<file path="config.mk">
export PLATFORM = sky130hd
export DESIGN_NAME = newreno_congestion_window_core_flat
export DESIGN_NICKNAME = d
export VERILOG_FILES = /design/src/ncw_pkg.sv /design/src/ncw_if.sv /design/src/ncw_div.sv /design/src/ncw_dp.sv /design/src/ncw_ctrl.sv /design/src/newreno_congestion_window_core.sv /design/src/flat_wrapper.sv
export SDC_FILE = /design/constraint.sdc
export NUM_CORES = 2
export LEC_CHECK = 0
export BUFFER_PORTS_ARGS = -buffer_cell sky130_fd_sc_hd__buf_2
export CELL_PAD_IN_SITES_DETAIL_PLACEMENT = 1
export CELL_PAD_IN_SITES_GLOBAL_PLACEMENT = 1
export CORE_UTILIZATION = 49
export CTS_CLUSTER_DIAMETER = 60
export CTS_CLUSTER_SIZE = 10
export DETAILED_ROUTE_END_ITERATION = 10
export PLACE_DENSITY = 0.81
export SETUP_SLACK_MARGIN = 0.02
export SLEW_MARGIN = 20
export SYNTH_ARGS = -nofsm -noshare
export SYNTH_HDL_FRONTEND = slang
export SYNTH_SLANG_ARGS = --single-unit
</file>
<file path="constraint.sdc">
create_clock -name clk_i -period 11.64 [get_ports clk_i]
set_clock_uncertainty 0.05 [all_clocks]
set_input_delay 3.492 -clock clk_i [delete_from_list [all_inputs] [get_ports clk_i]]
set_output_delay 3.492 -clock clk_i [all_outputs]
set_load 0.005 [all_outputs]
</file>
<file path="src/ncw_pkg.sv">
package ncw_pkg;

  localparam int unsigned TIME_BITS_DEF = 64;
  localparam int unsigned CFG_W = 16;
  localparam int unsigned WIN_W = 32;
  localparam int unsigned CFG_IDX_W = 8;
  localparam int unsigned NUM_CFG = 5;

  typedef enum logic [CFG_IDX_W-1:0] {
    REG_PACKET_LEN    = 8'd0,
    REG_INIT_CWND     = 8'd1,
    REG_MIN_CWND      = 8'd2,
    REG_MAX_CWND      = 8'd3,
    REG_INCREASE_UNIT = 8'd4
  } cfg_reg_e;

  localparam logic [CFG_W-1:0] RST_PACKET_LEN    = 16'd1252;
  localparam logic [CFG_W-1:0] RST_INIT_CWND     = 16'd10;
  localparam logic [CFG_W-1:0] RST_MIN_CWND      = 16'd2;
  localparam logic [CFG_W-1:0] RST_MAX_CWND      = 16'd2000;
  localparam logic [CFG_W-1:0] RST_INCREASE_UNIT = 16'd1252;

  localparam logic [WIN_W-1:0] THRESH_UNSET = '1;

  // Clamp to the upper bound first, then to the lower bound, so the lower
  // bound wins when the two cross.
  function automatic logic [WIN_W-1:0] bound_bytes(
    input logic [WIN_W-1:0] w,
    input logic [WIN_W-1:0] hi,
    input logic [WIN_W-1:0] lo
  );
    logic [WIN_W-1:0] t;
    t = (w > hi) ? hi : w;
    return (t < lo) ? lo : t;
  endfunction

  localparam logic [WIN_W-1:0] RST_MAX_BYTES =
    WIN_W'(RST_MAX_CWND) * WIN_W'(RST_PACKET_LEN);
  localparam logic [WIN_W-1:0] RST_MIN_BYTES =
    WIN_W'(RST_MIN_CWND) * WIN_W'(RST_PACKET_LEN);
  localparam logic [WIN_W-1:0] RST_INIT_BYTES =
    WIN_W'(RST_INIT_CWND) * WIN_W'(RST_PACKET_LEN);
  localparam logic [WIN_W-1:0] RST_WINDOW =
    bound_bytes(RST_INIT_BYTES, RST_MAX_BYTES, RST_MIN_BYTES);

  typedef enum logic [3:0] {
    OP_NONE,
    OP_CFG_WRITE,
    OP_CFG_MAX,
    OP_CFG_MIN,
    OP_CFG_INIT,
    OP_CFG_LOAD,
    OP_LOAD,
    OP_EVAL,
    OP_DIV,
    OP_GROW_SIZE,
    OP_GROW_QUOT,
    OP_BOUND,
    OP_HALVE,
    OP_PERSIST,
    OP_RESULT
  } dp_op_e;

  typedef struct packed {
    dp_op_e op;
  } dp_cmd_t;

  typedef struct packed {
    logic is_loss;
    logic persist;
    logic in_recovery;
    logic loss_new;
    logic slow;
    logic div_done;
  } dp_status_t;

endpackage

</file>
<file path="src/ncw_if.sv">
interface ncw_in_if #(
  parameter int unsigned TIME_BITS = ncw_pkg::TIME_BITS_DEF
);
  logic                 valid;
  logic                 ready;
  logic                 func;
  logic [TIME_BITS-1:0] sent_time;
  logic [15:0]          packet_bytes;
  logic [TIME_BITS-1:0] now_time;
  logic                 persistent_congestion;
  logic [31:0]          inflight_bytes;

  modport source (
    output valid, func, sent_time, packet_bytes, now_time, persistent_congestion,
    output inflight_bytes,
    input  ready
  );
  modport sink (
    input  valid, func, sent_time, packet_bytes, now_time, persistent_congestion,
    input  inflight_bytes,
    output ready
  );
endinterface

interface ncw_out_if;
  logic        valid;
  logic        ready;
  logic [31:0] window_bytes;
  logic [31:0] threshold_bytes;
  logic        slow_start;
  logic [31:0] writable_bytes;

  modport source (
    output valid, window_bytes, threshold_bytes, slow_start, writable_bytes,
    input  ready
  );
  modport sink (
    input  valid, window_bytes, threshold_bytes, slow_start, writable_bytes,
    output ready
  );
endinterface

interface ncw_cfg_if;
  logic                           valid;
  logic                           ready;
  logic [ncw_pkg::CFG_IDX_W-1:0]  index;
  logic [ncw_pkg::CFG_W-1:0]      data;

  modport source (
    output valid, index, data,
    input  ready
  );
  modport sink (
    input  valid, index, data,
    output ready
  );
endinterface

</file>
<file path="src/ncw_div.sv">
module ncw_div (
  input  logic                      clk_i,
  input  logic                      rst_ni,
  input  logic                      start_i,
  input  logic [ncw_pkg::WIN_W-1:0] dividend_i,
  input  logic [ncw_pkg::WIN_W-1:0] divisor_i,
  output logic                      done_o,
  output logic [ncw_pkg::WIN_W-1:0] quotient_o
);

  localparam int unsigned W = ncw_pkg::WIN_W;
  localparam int unsigned CNT_W = $clog2(W);

  logic             busy_q, busy_d;
  logic             done_q, done_d;
  logic [CNT_W-1:0] cnt_q, cnt_d;
  logic [W-1:0]     rem_q, rem_d;
  logic [W-1:0]     dq_q, dq_d;
  logic [W-1:0]     dvsr_q, dvsr_d;
  logic [W:0]       rem_shift;
  logic [W+1:0]     diff;

  // Restoring division, one quotient bit per cycle. A zero divisor yields
  // an all-ones quotient.
  assign rem_shift = {rem_q, dq_q[W-1]};
  assign diff      = {1'b0, rem_shift} - {2'b00, dvsr_q};

  always_comb begin
    busy_d = busy_q;
    done_d = 1'b0;
    cnt_d  = cnt_q;
    rem_d  = rem_q;
    dq_d   = dq_q;
    dvsr_d = dvsr_q;
    if (start_i) begin
      busy_d = 1'b1;
      cnt_d  = CNT_W'(W - 1);
      rem_d  = '0;
      dq_d   = dividend_i;
      dvsr_d = divisor_i;
    end else if (busy_q) begin
      if (!diff[W+1]) begin
        rem_d = diff[W-1:0];
        dq_d  = {dq_q[W-2:0], 1'b1};
      end else begin
        rem_d = rem_shift[W-1:0];
        dq_d  = {dq_q[W-2:0], 1'b0};
      end
      cnt_d = cnt_q - 1'b1;
      if (cnt_q == '0) begin
        busy_d = 1'b0;
        done_d = 1'b1;
      end
    end
  end

  always_ff @(posedge clk_i or negedge rst_ni) begin
    if (!rst_ni) begin
      busy_q <= 1'b0;
      done_q <= 1'b0;
      cnt_q  <= '0;
    end else begin
      busy_q <= busy_d;
      done_q <= done_d;
      cnt_q  <= cnt_d;
    end
  end

  always_ff @(posedge clk_i) begin
    rem_q  <= rem_d;
    dq_q   <= dq_d;
    dvsr_q <= dvsr_d;
  end

  assign done_o     = done_q;
  assign quotient_o = dq_q;

endmodule

</file>
<file path="src/ncw_dp.sv">
module ncw_dp #(
  parameter int unsigned TIME_BITS = ncw_pkg::TIME_BITS_DEF
) (
  input  logic                          clk_i,
  input  logic                          rst_ni,
  input  ncw_pkg::dp_cmd_t              cmd_i,
  output ncw_pkg::dp_status_t           status_o,
  input  logic [ncw_pkg::CFG_IDX_W-1:0] cfg_index_i,
  input  logic [ncw_pkg::CFG_W-1:0]     cfg_data_i,
  input  logic                          func_i,
  input  logic [TIME_BITS-1:0]          sent_time_i,
  input  logic [15:0]                   packet_bytes_i,
  input  logic [TIME_BITS-1:0]          now_time_i,
  input  logic                          persistent_congestion_i,
  input  logic [31:0]                   inflight_bytes_i,
  output logic [31:0]                   window_bytes_o,
  output logic [31:0]                   threshold_bytes_o,
  output logic                          slow_start_o,
  output logic [31:0]                   writable_bytes_o
);

  localparam int unsigned W = ncw_pkg::WIN_W;
  localparam int unsigned CW = ncw_pkg::CFG_W;

  logic [CW-1:0] pkt_len_q, init_q, min_q, max_q, inc_q;
  logic [W-1:0]  maxb_q, minb_q, prod_q;
  logic [W-1:0]  window_q, window_d;
  logic [W-1:0]  thresh_q, thresh_d;
  logic          rv_q, rv_d;
  logic [TIME_BITS-1:0] rec_end_q, rec_end_d;

  logic                 func_q, persist_q;
  logic [TIME_BITS-1:0] sent_q, now_q;
  logic [15:0]          size_q;
  logic [31:0]          inflight_q;

  logic in_rec_q, loss_new_q, slow_q;

  logic [CW-1:0] mul_a, mul_b;
  logic [W-1:0]  mul_p;
  logic [W-1:0]  grow_add;
  logic [W:0]    grow_sum;
  logic [W-1:0]  halved;
  logic          div_start, div_done;
  logic [W-1:0]  quot;

  logic [31:0] res_win_q, res_thr_q, res_wr_q;
  logic        res_ss_q;

  always_comb begin
    unique case (cmd_i.op)
      ncw_pkg::OP_CFG_MAX:  begin mul_a = max_q;  mul_b = pkt_len_q; end
      ncw_pkg::OP_CFG_MIN:  begin mul_a = min_q;  mul_b = pkt_len_q; end
      ncw_pkg::OP_CFG_INIT: begin mul_a = init_q; mul_b = pkt_len_q; end
      default:              begin mul_a = inc_q;  mul_b = size_q;    end
    endcase
  end

  assign mul_p     = W'(mul_a) * W'(mul_b);
  assign grow_add  = (cmd_i.op == ncw_pkg::OP_GROW_QUOT) ? quot : W'(size_q);
  assign grow_sum  = {1'b0, window_q} + {1'b0, grow_add};
  assign halved    = ncw_pkg::bound_bytes({1'b0, window_q[W-1:1]}, maxb_q, minb_q);
  assign div_start = (cmd_i.op == ncw_pkg::OP_DIV);

  ncw_div u_div (
    .clk_i      (clk_i),
    .rst_ni     (rst_ni),
    .start_i    (div_start),
    .dividend_i (prod_q),
    .divisor_i  (window_q),
    .done_o     (div_done),
    .quotient_o (quot)
  );

  always_comb begin
    window_d  = window_q;
    thresh_d  = thresh_q;
    rv_d      = rv_q;
    rec_end_d = rec_end_q;
    case (cmd_i.op) inside
      ncw_pkg::OP_CFG_LOAD: window_d = ncw_pkg::bound_bytes(prod_q, maxb_q, minb_q);
      ncw_pkg::OP_GROW_SIZE, ncw_pkg::OP_GROW_QUOT: begin
        window_d = (grow_sum > {1'b0, maxb_q}) ? maxb_q : grow_sum[W-1:0];
      end
      ncw_pkg::OP_BOUND: window_d = ncw_pkg::bound_bytes(window_q, maxb_q, minb_q);
      ncw_pkg::OP_HALVE: begin
        window_d  = halved;
        thresh_d  = halved;
        rv_d      = 1'b1;
        rec_end_d = now_q;
      end
      ncw_pkg::OP_PERSIST: window_d = minb_q;
      default: ;
    endcase
  end

  always_ff @(posedge clk_i or negedge rst_ni) begin
    if (!rst_ni) begin
      pkt_len_q  <= ncw_pkg::RST_PACKET_LEN;
      init_q     <= ncw_pkg::RST_INIT_CWND;
      min_q      <= ncw_pkg::RST_MIN_CWND;
      max_q      <= ncw_pkg::RST_MAX_CWND;
      inc_q      <= ncw_pkg::RST_INCREASE_UNIT;
      maxb_q     <= ncw_pkg::RST_MAX_BYTES;
      minb_q     <= ncw_pkg::RST_MIN_BYTES;
      window_q   <= ncw_pkg::RST_WINDOW;
      thresh_q   <= ncw_pkg::THRESH_UNSET;
      rv_q       <= 1'b0;
      rec_end_q  <= '0;
      in_rec_q   <= 1'b0;
      loss_new_q <= 1'b0;
      slow_q     <= 1'b0;
    end else begin
      window_q  <= window_d;
      thresh_q  <= thresh_d;
      rv_q      <= rv_d;
      rec_end_q <= rec_end_d;
      if (cmd_i.op == ncw_pkg::OP_CFG_WRITE) begin
        unique case (cfg_index_i)
          ncw_pkg::REG_PACKET_LEN:    pkt_len_q <= cfg_data_i;
          ncw_pkg::REG_INIT_CWND:     init_q    <= cfg_data_i;
          ncw_pkg::REG_MIN_CWND:      min_q     <= cfg_data_i;
          ncw_pkg::REG_MAX_CWND:      max_q     <= cfg_data_i;
          ncw_pkg::REG_INCREASE_UNIT: inc_q     <= cfg_data_i;
          default: ;
        endcase
      end
      if (cmd_i.op == ncw_pkg::OP_CFG_MAX) begin
        maxb_q <= mul_p;
      end
      if (cmd_i.op == ncw_pkg::OP_CFG_MIN) begin
        minb_q <= mul_p;
      end
      if (cmd_i.op == ncw_pkg::OP_EVAL) begin
        in_rec_q   <= rv_q && (sent_q < rec_end_q);
        loss_new_q <= !rv_q || (rec_end_q < sent_q);
        slow_q     <= window_q < thresh_q;
      end
    end
  end

  always_ff @(posedge clk_i) begin
    if (cmd_i.op == ncw_pkg::OP_CFG_INIT || cmd_i.op == ncw_pkg::OP_EVAL) begin
      prod_q <= mul_p;
    end
    if (cmd_i.op == ncw_pkg::OP_LOAD) begin
      func_q     <= func_i;
      sent_q     <= sent_time_i;
      size_q     <= packet_bytes_i;
      now_q      <= now_time_i;
      persist_q  <= persistent_congestion_i;
      inflight_q <= inflight_bytes_i;
    end
    if (cmd_i.op == ncw_pkg::OP_RESULT) begin
      res_win_q <= window_q;
      res_thr_q <= thresh_q;
      res_ss_q  <= window_q < thresh_q;
      res_wr_q  <= (inflight_q > window_q) ? '0 : window_q - inflight_q;
    end
  end

  assign status_o.is_loss     = func_q;
  assign status_o.persist     = persist_q;
  assign status_o.in_recovery = in_rec_q;
  assign status_o.loss_new    = loss_new_q;
  assign status_o.slow        = slow_q;
  assign status_o.div_done    = div_done;

  assign window_bytes_o    = res_win_q;
  assign threshold_bytes_o = res_thr_q;
  assign slow_start_o      = res_ss_q;
  assign writable_bytes_o  = res_wr_q;

`ifndef SYNTHESIS
  // A new recovery copies the reduced window into the threshold.
  assert property (@(posedge clk_i) disable iff (!rst_ni)
    (cmd_i.op == ncw_pkg::OP_HALVE) |=> (thresh_q == window_q))
    else $error("threshold does not match window after loss reduction");

  assert property (@(posedge clk_i) disable iff (!rst_ni)
    (cmd_i.op == ncw_pkg::OP_BOUND) |=>
      (window_q >= minb_q) && (window_q <= maxb_q || window_q == minb_q))
    else $error("window outside its bounds after bounding");
`endif

endmodule

</file>
<file path="src/ncw_ctrl.sv">
module ncw_ctrl (
  input  logic                          clk_i,
  input  logic                          rst_ni,
  input  logic                          cfg_valid_i,
  input  logic [ncw_pkg::CFG_IDX_W-1:0] cfg_index_i,
  output logic                          cfg_ready_o,
  input  logic                          in_valid_i,
  output logic                          in_ready_o,
  output logic                          out_valid_o,
  input  logic                          out_ready_i,
  output ncw_pkg::dp_cmd_t              cmd_o,
  input  ncw_pkg::dp_status_t           status_i
);

  typedef enum logic [3:0] {
    ST_IDLE,
    ST_CFG_MAX,
    ST_CFG_MIN,
    ST_CFG_INIT,
    ST_CFG_LOAD,
    ST_EVAL,
    ST_DECIDE,
    ST_GROW_SIZE,
    ST_DIV,
    ST_DIV_WAIT,
    ST_GROW_QUOT,
    ST_BOUND,
    ST_HALVE,
    ST_PERSIST,
    ST_RESULT
  } state_e;

  state_e state_q, state_d;
  logic   out_valid_q, out_valid_d;
  logic   cfg_hit;
  logic   out_free;

  assign cfg_hit  = cfg_index_i < ncw_pkg::CFG_IDX_W'(ncw_pkg::NUM_CFG);
  assign out_free = !out_valid_q || out_ready_i;

  assign cfg_ready_o = (state_q == ST_IDLE);
  assign in_ready_o  = (state_q == ST_IDLE) && !cfg_valid_i;
  assign out_valid_o = out_valid_q;

  always_comb begin
    state_d    = state_q;
    cmd_o.op   = ncw_pkg::OP_NONE;
    unique case (state_q)
      ST_IDLE: begin
        if (cfg_valid_i) begin
          cmd_o.op = ncw_pkg::OP_CFG_WRITE;
          if (cfg_hit) begin
            state_d = ST_CFG_MAX;
          end
        end else if (in_valid_i) begin
          cmd_o.op = ncw_pkg::OP_LOAD;
          state_d  = ST_EVAL;
        end
      end
      ST_CFG_MAX: begin
        cmd_o.op = ncw_pkg::OP_CFG_MAX;
        state_d  = ST_CFG_MIN;
      end
      ST_CFG_MIN: begin
        cmd_o.op = ncw_pkg::OP_CFG_MIN;
        state_d  = ST_CFG_INIT;
      end
      ST_CFG_INIT: begin
        cmd_o.op = ncw_pkg::OP_CFG_INIT;
        state_d  = ST_CFG_LOAD;
      end
      ST_CFG_LOAD: begin
        cmd_o.op = ncw_pkg::OP_CFG_LOAD;
        state_d  = ST_IDLE;
      end
      ST_EVAL: begin
        cmd_o.op = ncw_pkg::OP_EVAL;
        state_d  = ST_DECIDE;
      end
      ST_DECIDE: begin
        if (!status_i.is_loss) begin
          if (status_i.in_recovery) begin
            state_d = ST_BOUND;
          end else if (status_i.slow) begin
            state_d = ST_GROW_SIZE;
          end else begin
            state_d = ST_DIV;
          end
        end else if (status_i.loss_new) begin
          state_d = ST_HALVE;
        end else if (status_i.persist) begin
          state_d = ST_PERSIST;
        end else begin
          state_d = ST_RESULT;
        end
      end
      ST_GROW_SIZE: begin
        cmd_o.op = ncw_pkg::OP_GROW_SIZE;
        state_d  = ST_BOUND;
      end
      ST_DIV: begin
        cmd_o.op = ncw_pkg::OP_DIV;
        state_d  = ST_DIV_WAIT;
      end
      ST_DIV_WAIT: begin
        if (status_i.div_done) begin
          state_d = ST_GROW_QUOT;
        end
      end
      ST_GROW_QUOT: begin
        cmd_o.op = ncw_pkg::OP_GROW_QUOT;
        state_d  = ST_BOUND;
      end
      ST_BOUND: begin
        cmd_o.op = ncw_pkg::OP_BOUND;
        state_d  = ST_RESULT;
      end
      ST_HALVE: begin
        cmd_o.op = ncw_pkg::OP_HALVE;
        state_d  = status_i.persist ? ST_PERSIST : ST_RESULT;
      end
      ST_PERSIST: begin
        cmd_o.op = ncw_pkg::OP_PERSIST;
        state_d  = ST_RESULT;
      end
      ST_RESULT: begin
        if (out_free) begin
          cmd_o.op = ncw_pkg::OP_RESULT;
          state_d  = ST_IDLE;
        end
      end
      default: state_d = ST_IDLE;
    endcase
    out_valid_d = (out_valid_q && !out_ready_i) || (cmd_o.op == ncw_pkg::OP_RESULT);
  end

  always_ff @(posedge clk_i or negedge rst_ni) begin
    if (!rst_ni) begin
      state_q     <= ST_IDLE;
      out_valid_q <= 1'b0;
    end else begin
      state_q     <= state_d;
      out_valid_q <= out_valid_d;
    end
  end

`ifndef SYNTHESIS
  // A new result is never loaded over one that has not been taken.
  assert property (@(posedge clk_i) disable iff (!rst_ni)
    (cmd_o.op == ncw_pkg::OP_RESULT) |-> (!out_valid_q || out_ready_i))
    else $error("result overwritten before it was taken");

  assert property (@(posedge clk_i) disable iff (!rst_ni)
    (cfg_valid_i && cfg_ready_o && cfg_hit) |=> (state_q == ST_CFG_MAX))
    else $error("register write did not start a window reload");

  assert property (@(posedge clk_i) disable iff (!rst_ni)
    (in_valid_i && in_ready_o) |=> (state_q == ST_EVAL) && !in_ready_o)
    else $error("accepted request did not start evaluation");
`endif

endmodule

</file>
<file path="src/newreno_congestion_window_core.sv">
// A congestion-avoidance ack waits on the bit-serial divider before its result is
// valid; slow-start, recovery and loss requests take paths that do not use it.
// One request is in work at a time; the next is accepted back in the idle state,
// which the controller enters as the result enters the output register. A pending
// register write goes first, and a result still held there stalls the next result.
// A valid-index register write holds off both channels while the window reloads.
// Reset loads the default registers, the initial window and an unset threshold.
module newreno_congestion_window_core #(
  parameter int unsigned TIME_BITS = ncw_pkg::TIME_BITS_DEF
) (
  input  logic      clk_i,
  input  logic      rst_ni,
  ncw_cfg_if.sink   cfg_i,
  ncw_in_if.sink    in_i,
  ncw_out_if.source out_o
);

  ncw_pkg::dp_cmd_t    cmd;
  ncw_pkg::dp_status_t status;

  ncw_ctrl u_ctrl (
    .clk_i       (clk_i),
    .rst_ni      (rst_ni),
    .cfg_valid_i (cfg_i.valid),
    .cfg_index_i (cfg_i.index),
    .cfg_ready_o (cfg_i.ready),
    .in_valid_i  (in_i.valid),
    .in_ready_o  (in_i.ready),
    .out_valid_o (out_o.valid),
    .out_ready_i (out_o.ready),
    .cmd_o       (cmd),
    .status_i    (status)
  );

  ncw_dp #(
    .TIME_BITS (TIME_BITS)
  ) u_dp (
    .clk_i                   (clk_i),
    .rst_ni                  (rst_ni),
    .cmd_i                   (cmd),
    .status_o                (status),
    .cfg_index_i             (cfg_i.index),
    .cfg_data_i              (cfg_i.data),
    .func_i                  (in_i.func),
    .sent_time_i             (in_i.sent_time),
    .packet_bytes_i          (in_i.packet_bytes),
    .now_time_i              (in_i.now_time),
    .persistent_congestion_i (in_i.persistent_congestion),
    .inflight_bytes_i        (in_i.inflight_bytes),
    .window_bytes_o          (out_o.window_bytes),
    .threshold_bytes_o       (out_o.threshold_bytes),
    .slow_start_o            (out_o.slow_start),
    .writable_bytes_o        (out_o.writable_bytes)
  );

endmodule
</file>
<file path="src/flat_wrapper.sv">
// flat-port wrapper written by rule: the top's interface ports become plain ports
module newreno_congestion_window_core_flat 
#(
  parameter int unsigned TIME_BITS = ncw_pkg::TIME_BITS_DEF
)
  (clk_i, rst_ni, cfg_i_valid, cfg_i_index, cfg_i_data, cfg_i_ready, in_i_valid, in_i_func, in_i_sent_time, in_i_packet_bytes, in_i_now_time, in_i_persistent_congestion, in_i_inflight_bytes, in_i_ready, out_o_valid, out_o_window_bytes, out_o_threshold_bytes, out_o_slow_start, out_o_writable_bytes, out_o_ready);
  ncw_cfg_if cfg_i_i ();
  ncw_in_if #(.TIME_BITS(TIME_BITS)) in_i_i ();
  ncw_out_if out_o_i ();
  input  logic clk_i;
  input  logic rst_ni;
  input wire logic [$bits(cfg_i_i.valid)-1:0] cfg_i_valid;
  input wire logic [$bits(cfg_i_i.index)-1:0] cfg_i_index;
  input wire logic [$bits(cfg_i_i.data)-1:0] cfg_i_data;
  output wire logic [$bits(cfg_i_i.ready)-1:0] cfg_i_ready;
  input wire logic [$bits(in_i_i.valid)-1:0] in_i_valid;
  input wire logic [$bits(in_i_i.func)-1:0] in_i_func;
  input wire logic [$bits(in_i_i.sent_time)-1:0] in_i_sent_time;
  input wire logic [$bits(in_i_i.packet_bytes)-1:0] in_i_packet_bytes;
  input wire logic [$bits(in_i_i.now_time)-1:0] in_i_now_time;
  input wire logic [$bits(in_i_i.persistent_congestion)-1:0] in_i_persistent_congestion;
  input wire logic [$bits(in_i_i.inflight_bytes)-1:0] in_i_inflight_bytes;
  output wire logic [$bits(in_i_i.ready)-1:0] in_i_ready;
  output wire logic [$bits(out_o_i.valid)-1:0] out_o_valid;
  output wire logic [$bits(out_o_i.window_bytes)-1:0] out_o_window_bytes;
  output wire logic [$bits(out_o_i.threshold_bytes)-1:0] out_o_threshold_bytes;
  output wire logic [$bits(out_o_i.slow_start)-1:0] out_o_slow_start;
  output wire logic [$bits(out_o_i.writable_bytes)-1:0] out_o_writable_bytes;
  input wire logic [$bits(out_o_i.ready)-1:0] out_o_ready;
  assign cfg_i_i.valid = cfg_i_valid;
  assign cfg_i_i.index = cfg_i_index;
  assign cfg_i_i.data = cfg_i_data;
  assign cfg_i_ready = cfg_i_i.ready;
  assign in_i_i.valid = in_i_valid;
  assign in_i_i.func = in_i_func;
  assign in_i_i.sent_time = in_i_sent_time;
  assign in_i_i.packet_bytes = in_i_packet_bytes;
  assign in_i_i.now_time = in_i_now_time;
  assign in_i_i.persistent_congestion = in_i_persistent_congestion;
  assign in_i_i.inflight_bytes = in_i_inflight_bytes;
  assign in_i_ready = in_i_i.ready;
  assign out_o_valid = out_o_i.valid;
  assign out_o_window_bytes = out_o_i.window_bytes;
  assign out_o_threshold_bytes = out_o_i.threshold_bytes;
  assign out_o_slow_start = out_o_i.slow_start;
  assign out_o_writable_bytes = out_o_i.writable_bytes;
  assign out_o_i.ready = out_o_ready;
  newreno_congestion_window_core #(.TIME_BITS(TIME_BITS)) u_core (.clk_i(clk_i), .rst_ni(rst_ni), .cfg_i(cfg_i_i), .in_i(in_i_i), .out_o(out_o_i));
endmodule
</file>
==> flow_metrics.py <==
metrics = {
    "sta": {
        "final.min_clock_period_ns": 8.94,
        "grt_setup_unrepaired": "no",
        "finalHoldViolations": 0,
        "max_slew_margin_pct": 24.5,
        "setup_viol_count_final": 0,
        "timing.final.max_slew_violations": 0,
        "max_freq_ghz": 0.112,
        "pin_slew_with_the_least_headroom_to_its_limit_ns": 1.13,
        "min_period_over_period_pct": 76.8,
        "fin_setup_tns_ns": 0,
    },
    "setup_path": {
        "type_of_the_setup_path_with_the_least_slack": "reg -> reg",
        "cp_max_fo": 29,
        "endpoint_required_time_on_the_critical_path_ns": 12.15,
        "end_kind": "flop",
        "cp-start-kind": "flop",
        "worstPathArrival_ns": 9.45,
    },
    "grt": {
        "grt_util_met2_pct": 56.3,
        "pin_count_of_the_biggest_net_entering_global_routing": 90,
        "antenna_found_initial": 10,
        "grt_met3_usage_pct": 5.35,
        "grt_pass1_wl_um": 260000,
        "grt_busiest_layer": "met2",
        "total_routing_resource_utilization_after_global_routing_pct": 33.6,
        "globalRoute.totalOverflow": 0,
        "via_count_of_the_first_global_routing_pass": 42700,
        "use_met1_pct": 42.8,
    },
    "cts": {
        "postCtsHoldBufs": 0,
        "max_h_tree_level": 3,
        "postCtsResizedCells": 0,
        "clock_sinks": 691,
        "cts.repair_timing.setup_buffer_count": 0,
        "tritoncts_clock_tree": "yes",
        "clkSlewWorstSetupHoldPaths_ns": 0.06,
        "clock_path_buffers": 3,
        "cts-root-buf": "sky130_fd_sc_hd__clkbuf_16",
        "clock_latency_ns": 0.68,
        "tritoncts.num_buffers": 87,
    },
    "synth": {
        "synth.distinct_cells": 94,
        "post_synth_and_or_nand_nor_area_fraction_pct": 13.4,
        "synth.avg_cell_area_um2": 9.81,
        "ys_ff_latch": 691,
        "synth-adder-area-share_pct": 21.2,
        "synth_nets": 5925,
        "synth-warning-count": 0,
        "synth_top_area_share_pct": 22.7,
        "syn-cell-area_um2": 49100,
        "synth_top_area_cell": "sky130_fd_sc_hd__edfxtp_1",
        "yosys-mux-area-fraction_pct": 5.37,
        "synthXorXnorAreaFrac_pct": 1.86,
        "synth_edf_count": 371,
        "netlist_top_cells_area": "sky130_fd_sc_hd__edfxtp_1, sky130_fd_sc_hd__ha_1, sky130_fd_sc_hd__dfrtp_1",
        "synth_compound_area_share_pct": 13.8,
        "synth.yosys.seq_area_share_pct": 38.9,
        "postSynth.asyncResetShare_pct": 41.7,
        "synth_top_family_by_area": "adder cells",
        "ys_dominant_reg_cell": "sky130_fd_sc_hd__edfxtp_1",
        "postSynthCellCount": 5004,
    },
    "route": {
        "remaining_drc_errors": 0,
        "vias_per_cell": 6.07,
        "via_count": 40400,
        "post_drt_wl_per_cell_um": 25.8,
        "detail-route-antenna-nets": 0,
        "drt-total-wl_um": 172000,
        "drt_iter0_drc": 2766,
        "first_pass_iters": 5,
    },
    "place": {
        "place.detailed.hpwl_um": 130000,
        "numPortBuffers": 306,
        "gp_congestion": 0.993,
    },
    "floorplanning": {
        "io_pins": 307,
        "chipWidth_um": 319,
        "starting_density_pct": 49.7,
        "area_inside_the_core_boundary_um2": 98900,
        "placementRows": 115,
        "floorplan.die_area_um2": 101000,
        "die-height_um": 319,
    },
    "cells_and_area": {
        "drive_gt1_share_pct": 15.0,
        "num-nets-final": 6206,
        "area_growth_pct": 11.7,
        "layout.filler_cells": 11100,
        "final_core_util_pct": 55.5,
    },
    "status": {
        "run_status": "completed",
    },
    "worst_hold_path": {
        "min_path_type": "reg -> reg",
    },
    "flow_run": {
        "cap_violations": 0,
    },
}
## per-layer routing
layer  share of wire (%)  up-vias
met3                 6.2      455
met1                  41    20400
met2                  48     1441
li1                    -    18100
met5              0.0076        -
met4                 5.0        2
## state kept, by name, indices dropped and copies added (netlist names), 32 cells and up
signal	flops
u_core.u_dp.window_bytes_o	32
u_core.u_dp.maxb_q	32
u_core.u_dp.sent_q	64
u_core.u_dp.now_q	64
u_core.u_dp.u_div.rem_q	32
u_core.u_dp.rec_end_q	64
u_core.u_dp.window_q	32
u_core.u_dp.inflight_q	32
u_core.u_dp.thresh_q	32
u_core.u_dp.u_div.dvsr_q	32
u_core.u_dp.prod_q	32
u_core.u_dp.u_div.quotient_o	32
u_core.u_dp.threshold_bytes_o	32
u_core.u_dp.minb_q	32
u_core.u_dp.writable_bytes_o	32
## final cells by class
class / instances / area (um2) / share of cell area (%)
clock inverter: 19 / 181 / 0.331
clock buffer: 143 / 2500 / 4.56
antenna: 14 / 35.0 / 0.0639
tap: 1287 / 1610 / 2.94
timing repair buffer: 371 / 2030 / 3.70
sequential: 691 / 19100 / 34.8
multi-input combinational: 3606 / 27400 / 50.0
inverter: 528 / 1980 / 3.61
## metrics by stage
step / hold WS [ns] / cells / worst slack [ns] / instance area [um2]
after floorplan: 0.365 / 5004 / 3.08 / 49100
after global routing: 0.406 / 6654 / 2.32 / 54800
final: 0.379 / 6659 / 2.70 / 54800
after global placement: 0.369 / 6483 / 3.04 / 52100
after CTS: 0.383 / 6645 / 2.86 / 54800
after detailed placement: 0.377 / 6483 / 2.85 / 52100
## worst max-delay path, stage by stage, from the launching register on
cell and delay [ns]:
sky130_fd_sc_hd__dfrtp_1 0.60, sky130_fd_sc_hd__or2_2 0.59, sky130_fd_sc_hd__nor2_2 0.16, sky130_fd_sc_hd__buf_4 0.40
sky130_fd_sc_hd__mux2i_1 0.83, sky130_fd_sc_hd__nor2_1 0.14, sky130_fd_sc_hd__fa_1 0.54, sky130_fd_sc_hd__fa_1 0.54
sky130_fd_sc_hd__fa_1 0.52, sky130_fd_sc_hd__fa_1 0.52, sky130_fd_sc_hd__fa_1 0.55, sky130_fd_sc_hd__inv_1 0.06
sky130_fd_sc_hd__fa_1 0.53, sky130_fd_sc_hd__inv_1 0.04, sky130_fd_sc_hd__ha_1 0.38, sky130_fd_sc_hd__nand4_1 0.20
sky130_fd_sc_hd__o31ai_1 0.87, sky130_fd_sc_hd__a221oi_1 0.24, sky130_fd_sc_hd__o21a_1 0.29, sky130_fd_sc_hd__o211a_1 0.26
sky130_fd_sc_hd__mux2i_1 0.16, sky130_fd_sc_hd__o31ai_1 0.31
## cell families after synthesis
logic type,Yosys count
simple gates,1493
compound gates,1053
fa+ha+maj,714
buf+inv,707
flops,691
mux,241
xor+xnor,104
other cells,1
## final timing paths
check | startpoint | end | depth (start not counted) | slack, ns
worst min-delay path | u_core.u_dp.now_q[52]$_DFFE_PN_ | u_core.u_dp.rec_end_q[52]$_DFFE_PN0P_ | 2 | 0.38
max in group asynchronous | rst_ni | u_core.u_dp.rec_end_q[30]$_DFFE_PN0P_ | 2 | 7.12
worst min register to register | u_core.u_dp.now_q[52]$_DFFE_PN_ | u_core.u_dp.rec_end_q[52]$_DFFE_PN0P_ | 2 | 0.38
worst max register to register | u_core.u_ctrl.state_q[3]$_DFFE_PN0P_ | u_core.u_dp.maxb_q[31]$_DFFE_PN0N_ | 21 | 2.70
min in group asynchronous | rst_ni | u_core.u_dp.u_div.cnt_q[0]$_DFFE_PN0P_ | 1 | 2.80
worst max-delay path | u_core.u_ctrl.state_q[3]$_DFFE_PN0P_ | u_core.u_dp.maxb_q[31]$_DFFE_PN0N_ | 21 | 2.70
## cells in the final DEF (no fill, tap or decap), types with 14 or more instances in the layout
master,n
sky130_fd_sc_hd__buf_2,305
sky130_fd_sc_hd__o31ai_1,18
sky130_fd_sc_hd__o21a_1,33
sky130_fd_sc_hd__nand3_1,68
sky130_fd_sc_hd__dfstp_2,70
sky130_fd_sc_hd__clkbuf_16,90
sky130_fd_sc_hd__diode_2,14
sky130_fd_sc_hd__dfrtp_1,216
sky130_fd_sc_hd__a21oi_1,272
sky130_fd_sc_hd__or3_1,16
sky130_fd_sc_hd__xor2_1,43
sky130_fd_sc_hd__nor2b_1,40
sky130_fd_sc_hd__clkbuf_1,48
sky130_fd_sc_hd__nor2_1,359
sky130_fd_sc_hd__nor3_1,52
sky130_fd_sc_hd__nand2b_1,55
sky130_fd_sc_hd__or2_2,20
sky130_fd_sc_hd__mux2_2,177
sky130_fd_sc_hd__inv_1,526
sky130_fd_sc_hd__dfxtp_1,32
sky130_fd_sc_hd__o21bai_1,14
sky130_fd_sc_hd__a32oi_1,16
sky130_fd_sc_hd__o21ai_0,295
sky130_fd_sc_hd__ha_1,517
sky130_fd_sc_hd__o221ai_1,22
sky130_fd_sc_hd__nor4_1,21
sky130_fd_sc_hd__a211oi_1,56
sky130_fd_sc_hd__nand4_1,63
sky130_fd_sc_hd__fa_1,197
sky130_fd_sc_hd__a21o_1,95
sky130_fd_sc_hd__nand2_1,709
sky130_fd_sc_hd__mux2i_1,63
sky130_fd_sc_hd__o211ai_1,29
sky130_fd_sc_hd__a31oi_1,27
sky130_fd_sc_hd__buf_4,65
sky130_fd_sc_hd__xnor2_1,61
sky130_fd_sc_hd__edfxtp_1,371
sky130_fd_sc_hd__and3_1,32
## cell usage after synthesis, drive strengths merged (32+ instances only)
cell type and instances:
clkbuf 149, and3 32, xor2 43, xnor2 61
a21oi 274, o21a 33, o21ai 304, mux2i 64
edfxtp 371, dfxtp 32, nand3 69, dfrtp 218
dfstp 70, inv 528, nand2b 55, nor2 365
nor2b 40, nor3 54, a21o 95, ha 517
mux2 177, nand2 711, nand4 63, fa 197
a211oi 56
Power is not shown: default switching activity piles up to over one toggle a cycle in this logic, so the estimate is an artifact.
